==> src/hdl/cbmt_pkg.sv <==
// Package for the counter bank with maximum tracking.
// Holds field widths, action codes and the controller/datapath structs.
// No dependencies; every other file of the block uses it.
`default_nettype none

package cbmt_pkg;

  // Field widths of the transaction payloads.
  localparam int ACTION_W = 3;
  localparam int INDEX_W  = 4;
  localparam int VALUE_W  = 16;
  localparam int NUM_W    = 5;

  // At most this many results are given for one listing.
  localparam int MAX_RESULTS = 16;
  localparam int EMIT_W      = 5;

  // The reported number of counters at the maximum saturates here.
  localparam logic [NUM_W-1:0] NUM_SAT = 5'd31;

  // Action codes; the unused codes behave as a read.
  localparam logic [ACTION_W-1:0] ACT_INC  = 3'd0;
  localparam logic [ACTION_W-1:0] ACT_DEC  = 3'd1;
  localparam logic [ACTION_W-1:0] ACT_CLR  = 3'd2;
  localparam logic [ACTION_W-1:0] ACT_READ = 3'd3;
  localparam logic [ACTION_W-1:0] ACT_LIST = 3'd4;

  // Commands from the controller to the datapath.
  typedef struct packed {
    logic capture;    // register the request and read the target counter
    logic modify;     // apply the action and write the counter back
    logic ptr_clr;    // restart the scan pointer
    logic scan_rd;    // read the next counter for the maximum scan
    logic list_rd;    // read the next counter for the listing
    logic emit_item;  // load the single result of a non-listing action
    logic emit_list;  // load the result for the counter just checked
  } cmd_t;

  // Status from the datapath to the controller.
  typedef struct packed {
    logic scan_end;   // every counter has been read
    logic is_list;    // the request is a listing
    logic match;      // the counter just read holds the maximum
    logic last_entry; // the next listed result is the final one
    logic out_free;   // the output register can take a result
  } status_t;

endpackage

`default_nettype wire

==> src/hdl/cbmt_if.sv <==
// Valid/ready channel interfaces for requests and results.
// Depends on cbmt_pkg for the field widths.
`default_nettype none

interface cbmt_req_if;
  logic                              valid;
  logic                              ready;
  logic [cbmt_pkg::ACTION_W-1:0]     action;
  logic [cbmt_pkg::INDEX_W-1:0]      counter_index;

  modport source (output valid, action, counter_index, input ready);
  modport sink   (input valid, action, counter_index, output ready);
endinterface

interface cbmt_rsp_if;
  logic                              valid;
  logic                              ready;
  logic [cbmt_pkg::INDEX_W-1:0]      result_index;
  logic signed [cbmt_pkg::VALUE_W-1:0] count_value;
  logic signed [cbmt_pkg::VALUE_W-1:0] max_value;
  logic [cbmt_pkg::NUM_W-1:0]        num_at_max;
  logic                              last;

  modport source (output valid, result_index, count_value, max_value, num_at_max, last,
                  input ready);
  modport sink   (input valid, result_index, count_value, max_value, num_at_max, last,
                  output ready);
endinterface

`default_nettype wire

==> src/hdl/counter_bank_with_max_tracking.sv <==
// Top level of the counter bank with maximum tracking.
// Instantiates cbmt_ctrl and cbmt_dp; uses cbmt_pkg and the cbmt_if interfaces.
//
// The block holds COUNTERS signed saturating counters of COUNT_BITS bits, all
// zero after reset, and takes one request at a time. Each request increments,
// decrements, clears or reads one counter, or lists the counters at the
// maximum. After the action the whole bank is scanned, one counter per cycle
// through the single port of the counter memory. A non-listing request has its
// result loaded once the scan ends, and the next request can be taken after
// that. A listing instead reads and checks the counters in turn, loading a
// result for each one at the maximum, up to the last one listed. Any output
// stall delays the loading of a result. A result waiting in the output
// register does not hold off the next request.
`default_nettype none

module counter_bank_with_max_tracking #(
  parameter int COUNTERS   = 16,
  parameter int COUNT_BITS = 16
) (
  input wire logic   clk,
  input wire logic   rst,
  cbmt_req_if.sink   req,
  cbmt_rsp_if.source rsp
);

  cbmt_pkg::cmd_t    cmd;
  cbmt_pkg::status_t st;

  // Sequencing.
  cbmt_ctrl u_ctrl (
    .clk       (clk),
    .rst       (rst),
    .req_valid (req.valid),
    .req_ready (req.ready),
    .st        (st),
    .cmd       (cmd)
  );

  // Storage and arithmetic.
  cbmt_dp #(
    .COUNTERS   (COUNTERS),
    .COUNT_BITS (COUNT_BITS)
  ) u_dp (
    .clk (clk),
    .rst (rst),
    .cmd (cmd),
    .st  (st),
    .req (req),
    .rsp (rsp)
  );

endmodule

`default_nettype wire

==> src/hdl/cbmt_ctrl.sv <==
// Controller state machine for the counter bank.
// Sequences capture, update, maximum scan and result delivery; uses cbmt_pkg.
`default_nettype none

module cbmt_ctrl (
  input  wire logic              clk,
  input  wire logic              rst,
  input  wire logic              req_valid,
  output logic                   req_ready,
  input  wire cbmt_pkg::status_t st,
  output cbmt_pkg::cmd_t         cmd
);

  typedef enum logic [2:0] {
    S_IDLE,
    S_MOD,
    S_SCAN,
    S_RES,
    S_LRD,
    S_LCHK
  } state_t;

  state_t state;
  state_t state_next;

  // State register.
  always_ff @(posedge clk) begin
    if (rst) begin
      state <= S_IDLE;
    end else begin
      state <= state_next;
    end
  end

  // Next state and commands.
  always_comb begin
    state_next = state;
    cmd        = '0;
    req_ready  = 1'b0;
    case (state)
      S_IDLE: begin
        req_ready = 1'b1;
        if (req_valid) begin
          cmd.capture = 1'b1;
          state_next  = S_MOD;
        end
      end
      S_MOD: begin
        cmd.modify  = 1'b1;
        cmd.ptr_clr = 1'b1;
        state_next  = S_SCAN;
      end
      S_SCAN: begin
        if (st.scan_end) begin
          cmd.ptr_clr = 1'b1;
          state_next  = st.is_list ? S_LRD : S_RES;
        end else begin
          cmd.scan_rd = 1'b1;
        end
      end
      S_RES: begin
        if (st.out_free) begin
          cmd.emit_item = 1'b1;
          state_next    = S_IDLE;
        end
      end
      S_LRD: begin
        cmd.list_rd = 1'b1;
        state_next  = S_LCHK;
      end
      S_LCHK: begin
        if (!st.match) begin
          state_next = S_LRD;
        end else if (st.out_free) begin
          cmd.emit_list = 1'b1;
          state_next    = st.last_entry ? S_IDLE : S_LRD;
        end
      end
      default: begin
        state_next = S_IDLE;
      end
    endcase
  end

endmodule

`default_nettype wire

==> src/hdl/cbmt_dp.sv <==
// Datapath for the counter bank: counter memory, saturating update,
// running maximum scan and the output register. Uses cbmt_pkg and cbmt_if.
`default_nettype none

module cbmt_dp #(
  parameter int COUNTERS   = 16,
  parameter int COUNT_BITS = 16
) (
  input  wire logic           clk,
  input  wire logic           rst,
  input  wire cbmt_pkg::cmd_t cmd,
  output cbmt_pkg::status_t   st,
  cbmt_req_if.sink            req,
  cbmt_rsp_if.source          rsp
);

  localparam int AW = (COUNTERS > 1) ? $clog2(COUNTERS) : 1;
  localparam int CW = $clog2(COUNTERS + 1);
  localparam int SW = ((CW > cbmt_pkg::EMIT_W) ? CW : cbmt_pkg::EMIT_W) + 1;

  localparam logic signed [COUNT_BITS-1:0] CNT_MAX = {1'b0, {(COUNT_BITS-1){1'b1}}};
  localparam logic signed [COUNT_BITS-1:0] CNT_MIN = {1'b1, {(COUNT_BITS-1){1'b0}}};
  localparam logic signed [COUNT_BITS-1:0] CNT_ONE = COUNT_BITS'(1);

  // Counter memory; an entry never written reads as zero.
  logic signed [COUNT_BITS-1:0] mem [COUNTERS];
  logic [COUNTERS-1:0]          vbit;
  logic signed [COUNT_BITS-1:0] rd_data;
  logic                         rd_vb;

  // Request registers.
  logic [cbmt_pkg::ACTION_W-1:0] act;
  logic [cbmt_pkg::INDEX_W-1:0]  idx;
  logic                          idx_ok;
  logic [AW-1:0]                 addr;

  // Scan state.
  logic [CW-1:0]                 ptr;
  logic                          pend;
  logic                          first;
  logic signed [COUNT_BITS-1:0]  mx;
  logic [CW-1:0]                 num;
  logic [cbmt_pkg::EMIT_W-1:0]   emitted;
  logic signed [COUNT_BITS-1:0]  cur_val;

  // Output register.
  logic                                 o_valid;
  logic [cbmt_pkg::INDEX_W-1:0]         o_index;
  logic signed [cbmt_pkg::VALUE_W-1:0]  o_count;
  logic signed [cbmt_pkg::VALUE_W-1:0]  o_max;
  logic [cbmt_pkg::NUM_W-1:0]           o_num;
  logic                                 o_last;

  logic                         in_ok;
  logic [AW-1:0]                in_addr;
  logic [AW-1:0]                raddr;
  logic                         re;
  logic signed [COUNT_BITS-1:0] rd_val;
  logic signed [COUNT_BITS-1:0] new_val;
  logic [SW-1:0]                lim;
  logic [cbmt_pkg::NUM_W-1:0]   num_sat;

  // Address selection: the request index at capture, else the scan pointer.
  always_comb begin
    in_ok   = (32'(req.counter_index) < 32'(COUNTERS));
    in_addr = in_ok ? AW'(req.counter_index) : '0;
    raddr   = cmd.capture ? in_addr : ptr[AW-1:0];
    re      = cmd.capture | cmd.scan_rd | cmd.list_rd;
    rd_val  = rd_vb ? rd_data : '0;
  end

  // Saturating update of the target counter.
  always_comb begin
    case (act)
      cbmt_pkg::ACT_INC: new_val = (rd_val != CNT_MAX) ? rd_val + CNT_ONE : rd_val;
      cbmt_pkg::ACT_DEC: new_val = (rd_val != CNT_MIN) ? rd_val - CNT_ONE : rd_val;
      cbmt_pkg::ACT_CLR: new_val = '0;
      default:           new_val = rd_val;
    endcase
  end

  // Memory port: one write and one registered read per cycle.
  always_ff @(posedge clk) begin
    if (cmd.modify && idx_ok) begin
      mem[addr] <= new_val;
    end
    if (re) begin
      rd_data <= mem[raddr];
      rd_vb   <= vbit[raddr];
    end
  end

  // Written flags, cleared at reset.
  always_ff @(posedge clk) begin
    if (rst) begin
      vbit <= '0;
    end else if (cmd.modify && idx_ok) begin
      vbit[addr] <= 1'b1;
    end
  end

  // Request capture and the value reported for the named counter.
  always_ff @(posedge clk) begin
    if (cmd.capture) begin
      act    <= req.action;
      idx    <= req.counter_index;
      idx_ok <= in_ok;
      addr   <= in_addr;
    end
    if (cmd.modify) begin
      cur_val <= idx_ok ? new_val : '0;
    end
  end

  // Scan pointer, read tracking and emitted count.
  always_ff @(posedge clk) begin
    if (rst) begin
      ptr     <= '0;
      pend    <= 1'b0;
      emitted <= '0;
    end else begin
      pend <= cmd.scan_rd;
      if (cmd.ptr_clr) begin
        ptr     <= '0;
        emitted <= '0;
      end else begin
        if (cmd.scan_rd || cmd.list_rd) begin
          ptr <= ptr + CW'(1);
        end
        if (cmd.emit_list) begin
          emitted <= emitted + cbmt_pkg::EMIT_W'(1);
        end
      end
    end
  end

  // Running maximum and the number of counters that hold it.
  always_ff @(posedge clk) begin
    if (cmd.modify) begin
      first <= 1'b1;
    end else if (pend) begin
      if (first || (rd_val > mx)) begin
        mx    <= rd_val;
        num   <= CW'(1);
        first <= 1'b0;
      end else if (rd_val == mx) begin
        num <= num + CW'(1);
      end
    end
  end

  // Listing length and the saturated count for the result.
  always_comb begin
    lim     = (SW'(num) > SW'(cbmt_pkg::MAX_RESULTS)) ? SW'(cbmt_pkg::MAX_RESULTS) : SW'(num);
    num_sat = (SW'(num) > SW'(cbmt_pkg::NUM_SAT)) ? cbmt_pkg::NUM_SAT
                                                   : cbmt_pkg::NUM_W'(num);
  end

  // Output register valid flag.
  always_ff @(posedge clk) begin
    if (rst) begin
      o_valid <= 1'b0;
    end else if (cmd.emit_item || cmd.emit_list) begin
      o_valid <= 1'b1;
    end else if (rsp.ready) begin
      o_valid <= 1'b0;
    end
  end

  // Output register payload.
  always_ff @(posedge clk) begin
    if (cmd.emit_item) begin
      o_index <= idx;
      o_count <= cbmt_pkg::VALUE_W'(cur_val);
      o_max   <= cbmt_pkg::VALUE_W'(mx);
      o_num   <= num_sat;
      o_last  <= 1'b1;
    end else if (cmd.emit_list) begin
      o_index <= cbmt_pkg::INDEX_W'(ptr - CW'(1));
      o_count <= cbmt_pkg::VALUE_W'(mx);
      o_max   <= cbmt_pkg::VALUE_W'(mx);
      o_num   <= num_sat;
      o_last  <= st.last_entry;
    end
  end

  // Status towards the controller.
  always_comb begin
    st.scan_end   = (ptr == CW'(COUNTERS));
    st.is_list    = (act == cbmt_pkg::ACT_LIST);
    st.match      = (rd_val == mx);
    st.last_entry = ((SW'(emitted) + SW'(1)) == lim);
    st.out_free   = !o_valid || rsp.ready;
  end

  assign rsp.valid        = o_valid;
  assign rsp.result_index = o_index;
  assign rsp.count_value  = o_count;
  assign rsp.max_value    = o_max;
  assign rsp.num_at_max   = o_num;
  assign rsp.last         = o_last;

endmodule

`default_nettype wire

==> src/flat_wrapper.sv <==
// flat-port wrapper written by rule: the top's interface ports become plain ports
module counter_bank_with_max_tracking_flat 
#(
  parameter int COUNTERS   = 16,
  parameter int COUNT_BITS = 16
)
  (clk, rst, req_valid, req_action, req_counter_index, req_ready, rsp_valid, rsp_result_index, rsp_count_value, rsp_max_value, rsp_num_at_max, rsp_last, rsp_ready);
  cbmt_req_if req_i ();
  cbmt_rsp_if rsp_i ();
  input wire logic clk;
  input wire logic rst;
  input wire logic [$bits(req_i.valid)-1:0] req_valid;
  input wire logic [$bits(req_i.action)-1:0] req_action;
  input wire logic [$bits(req_i.counter_index)-1:0] req_counter_index;
  output wire logic [$bits(req_i.ready)-1:0] req_ready;
  output wire logic [$bits(rsp_i.valid)-1:0] rsp_valid;
  output wire logic [$bits(rsp_i.result_index)-1:0] rsp_result_index;
  output wire logic [$bits(rsp_i.count_value)-1:0] rsp_count_value;
  output wire logic [$bits(rsp_i.max_value)-1:0] rsp_max_value;
  output wire logic [$bits(rsp_i.num_at_max)-1:0] rsp_num_at_max;
  output wire logic [$bits(rsp_i.last)-1:0] rsp_last;
  input wire logic [$bits(rsp_i.ready)-1:0] rsp_ready;
  assign req_i.valid = req_valid;
  assign req_i.action = req_action;
  assign req_i.counter_index = req_counter_index;
  assign req_ready = req_i.ready;
  assign rsp_valid = rsp_i.valid;
  assign rsp_result_index = rsp_i.result_index;
  assign rsp_count_value = rsp_i.count_value;
  assign rsp_max_value = rsp_i.max_value;
  assign rsp_num_at_max = rsp_i.num_at_max;
  assign rsp_last = rsp_i.last;
  assign rsp_i.ready = rsp_ready;
  counter_bank_with_max_tracking #(.COUNTERS(COUNTERS), .COUNT_BITS(COUNT_BITS)) u_core (.clk(clk), .rst(rst), .req(req_i), .rsp(rsp_i));
endmodule
==> config.mk <==
export PLATFORM = sky130hd
export DESIGN_NAME = counter_bank_with_max_tracking_flat
export DESIGN_NICKNAME = d
export VERILOG_FILES = /design/src/hdl/cbmt_pkg.sv /design/src/hdl/cbmt_if.sv /design/src/hdl/counter_bank_with_max_tracking.sv /design/src/hdl/cbmt_ctrl.sv /design/src/hdl/cbmt_dp.sv /design/src/flat_wrapper.sv
export SDC_FILE = /design/constraint.sdc
export NUM_CORES = 1
export LEC_CHECK = 0
export CORE_ASPECT_RATIO = 1.75
export CORE_MARGIN = 3
export CORE_UTILIZATION = 50
export DETAILED_ROUTE_END_ITERATION = 12
export DONT_BUFFER_PORTS = 1
export SLEW_MARGIN = 20
export SYNTH_ARGS = -nofsm -noshare
export SYNTH_HDL_FRONTEND = slang
export SYNTH_SLANG_ARGS = --single-unit
==> constraint.sdc <==
create_clock -name clk -period 4.2 [get_ports clk]
set_input_delay 0 -clock clk [delete_from_list [all_inputs] [get_ports clk]]
set_output_delay 0 -clock clk [all_outputs]
set_load 0.02 [all_outputs]
==> reports/metrics.cfg <==
[pwr]
internal-power_mw=6.99
p_comb_share_pct=15.8
p_sw_mw=2.62
power_frac_clock_pct=34.2
swShare_pct=27.2
finalPower_mw=9.61
ir_drop_uv=342
p_per_area_nw_per_um2=510
p_seq_share_pct=49.9
p_leak_nw=6.52

[floorplanning]
start_util_pct=50.8
fp.dieH_um=248
core.rowCount=88
dieWidth_um=144
pin_count=55
coreArea_um2=32900
die-area_um2=35700

[timing]
min_period_ns=3.52
hold_viol=0
whs_ns=0.102
clock_skew_ns=0.0149
tightest_slew_ns=1.05
fmax_mhz=284
final-max-slew-violation-count=0
rsz0062_at_grt=no
period_share_pct=83.8
layout_setup_ws_ns=0.682
setup_viol=0
timing.setup.tns_ns=0
slew_headroom_pct=29.9

[logic_synthesis]
synth_nets=1332
synth-simple-area-share_pct=13.3
async_flop_share_pct=0
synthDistinctLibCells=67
netlist_area_um2=16700
synth_edf_count=358
synth_mux_area_share_pct=5.19
synth_compound_area_share_pct=7.66
synth_ff_type=edfxtp_1
yosysSeqAreaShare_pct=68.3
ys_ff_latch=391
yosys_warnings=0
synthXorXnorAreaFrac_pct=0.943
syn_area_per_cell_um2=12.9
syn-instance-count=1297
synthAdderAreaFrac_pct=1.80
synth_top_family_by_area=simple AND/OR/NAND/NOR gates

[detailed_routing]
num_vias=10800
drt_pass1_iterations=5
drcViolationCount=0
first_iter_violations=857
via_per_inst=6.05
postRouteWirelength_um=44100
wl_per_cell_um=24.8
postRouteAntennaNets=0

[finish]
nFillCells=2632
drive_above_1_share_pct=12.7
final_common_cell=edfxtp_1
final_cell_mix=edfxtp_1, nand2_1, nor2_1, nand3_1, buf_4
nets=1386
area_growth_pct=12.7
antenna-diode-count=0
finalNonFillerCells=1782

[cts]
clkSinkCount=391
clock_latency_ns=0.54
path_clk_slew_ns=0.07
cts_tree=yes
cts_max_level=2
cts_max_path_buffers=3
cts_setup_buffers=0
tritoncts.num_buffers=37
root_buffer=clkbuf_16

[worst_hold_path]
hold_class=in -> reg

[setup_path]
cp-end-kind=register
worst_setup_path_start_kind=register
slowest_delay_ns=0.78
cp_cell_sequence=nand2_1 > inv_1 > ha_1 > nand4_2 > or4_4 > o221ai_1 > nand3_1 > a21oi_1 > buf_4
reg2reg_setup_slack_ns=0.68
crit_path_top_delay_cell=edfxtp_1
path_max_fanout=17
worstPathArrival_ns=3.73
required_ns=4.41
critPathKind=reg -> reg

[global_routing]
use_met1_pct=28.4
antenna_found_initial=0
grt_max_degree=121
grt_pass1_wl_um=65700
grt_most_used_layer=met2
track_usage_pct=25.0
gr-usage-met2_pct=45.5
met3_usage_pct=3.14
grt_pass1_vias=10700
overflow=0

[run]
max_cap_viol_count=0

[placement]
port_buffers=0
pre_cts_slack_ns=0.753
gp_congestion=1.01
hpwl_um=28600
placed_cells=1706

[outcome]
status=completed

## Yosys cell counts (all sizes together) (4+ instances only)
library cell    n  area share (%)
a211o           9            0.47
a211oi          5            0.22
a21oi          39             1.2
a311o           4            0.24
a31oi          25            0.94
a32o            7            0.42
a32oi          25             1.3
and2            7            0.26
and3            5            0.19
and4            4            0.21
buf            35             1.4
clkbuf         29            0.65
dfxtp          33             4.0
edfxtp        358              64
ha             24             1.8
inv            35            0.79
mux2           22             1.5
mux2i          62             3.7
nand2         225             5.1
nand2b          9            0.34
nand3          74             2.2
nand4          23            0.90
nor2           95             2.1
nor2b           6            0.22
nor3           23            0.72
nor4            5            0.19
o211ai          6            0.27
o21ai          29            0.87
o22ai          15            0.56
xnor2           9            0.47
xor2            9            0.47
## critical path: cells and delay by family (launching register included)
kind / cells / cell delay, ns
AOI/OAI and AO/OA: 2 / 0.50
DFF: 1 / 0.78
buffers and inverters: 2 / 0.49
adders and majority gates: 1 / 0.23
and+or+nand+nor: 4 / 1.15
## kinds of logic (layout without fill, tap and decap cells)
logic type / Yosys count / in the layout
and+or+nand+nor: 493 / 493
xor gates and xnor gates: 18 / 18
buffers and inverters: 100 / 180
DFF: 391 / 391
AOI/OAI and AO/OA: 187 / 187
adders and majority gates: 24 / 24
muxes: 84 / 84
## power by group through the flow
stage / Sequential (mW) / Combinational, mW / Clock [mW]
final: 4.80 / 1.52 / 3.29
after global routing: 4.81 / 1.66 / 3.49
after CTS: 4.80 / 1.52 / 3.35
after detailed placement: 4.88 / 1.50 / 0
after global placement: 4.88 / 1.49 / 0
after floorplan: 4.79 / 0.979 / 0
## cell type report
type | instances | area [um^2] | share of cell area, %
Inverter | 36 | 135 | 0.717
Tap cell | 405 | 507 | 2.69
Timing Repair Buffer | 79 | 681 | 3.61
Clock inverter | 23 | 221 | 1.18
Clock buffer | 42 | 945 | 5.02
Sequential cell | 391 | 11400 | 60.6
Multi-Input combinational cell | 806 | 4930 | 26.2
## what timing repair did
action                    in CTS  in global routing
gates resized for setup        0                  0
hold endpoints to repair      45                  0
hold buffers                  10                  0
## layer usage
metal | part of all wire, % | wire (um) | up-vias
met1 | 36 | 15900 | 5304
met4 | 5.6 | 2480 | 0
met3 | 4.5 | 1970 | 129
met2 | 54 | 23800 | 383
met5 | 0 | 0 | -
li1 | - | - | 4959
## flip-flops by register name, summed over array words and instances (netlist names), 3 cells and up
signal and count:
u_core.u_dp.cur_val 16, u_core.u_dp.rsp.max_value 16, u_core.u_dp.mx 16, u_core.u_dp.rsp.num_at_max 5, u_core.u_dp.mem 256, u_core.u_dp.ptr 5, u_core.u_dp.act 3, u_core.u_dp.rd_data 16
u_core.u_dp.rsp.count_value 16, u_core.u_dp.vbit 16, u_core.u_dp.addr 4, u_core.u_dp.rsp.result_index 4, u_core.u_ctrl.state 3, u_core.u_dp.num 5, u_core.u_dp.emitted 5
## per-stage QoR
stage,util (%),area [um^2]
2_1_floorplan,-,16700
3_3_place_gp,53.3,17600
3_5_place_dp,53.3,17600
4_1_cts,57.2,18800
5_1_grt,57.2,18800
6_report,57.2,18800
## worst paths after layout
| path | start | to | cells past startpoint |
|---|---|---|---|
| max | u_core.u_dp.rd_vb | u_core.u_dp.mx[10] | 9 |
| min | req_action[0] | u_core.u_dp.act[0] | 1 |
| max reg2reg | u_core.u_dp.rd_vb | u_core.u_dp.mx[10] | 9 |
| min reg2reg | u_core.u_dp.pend | u_core.u_dp.first | 1 |
(Power assumes the default switching activity.)
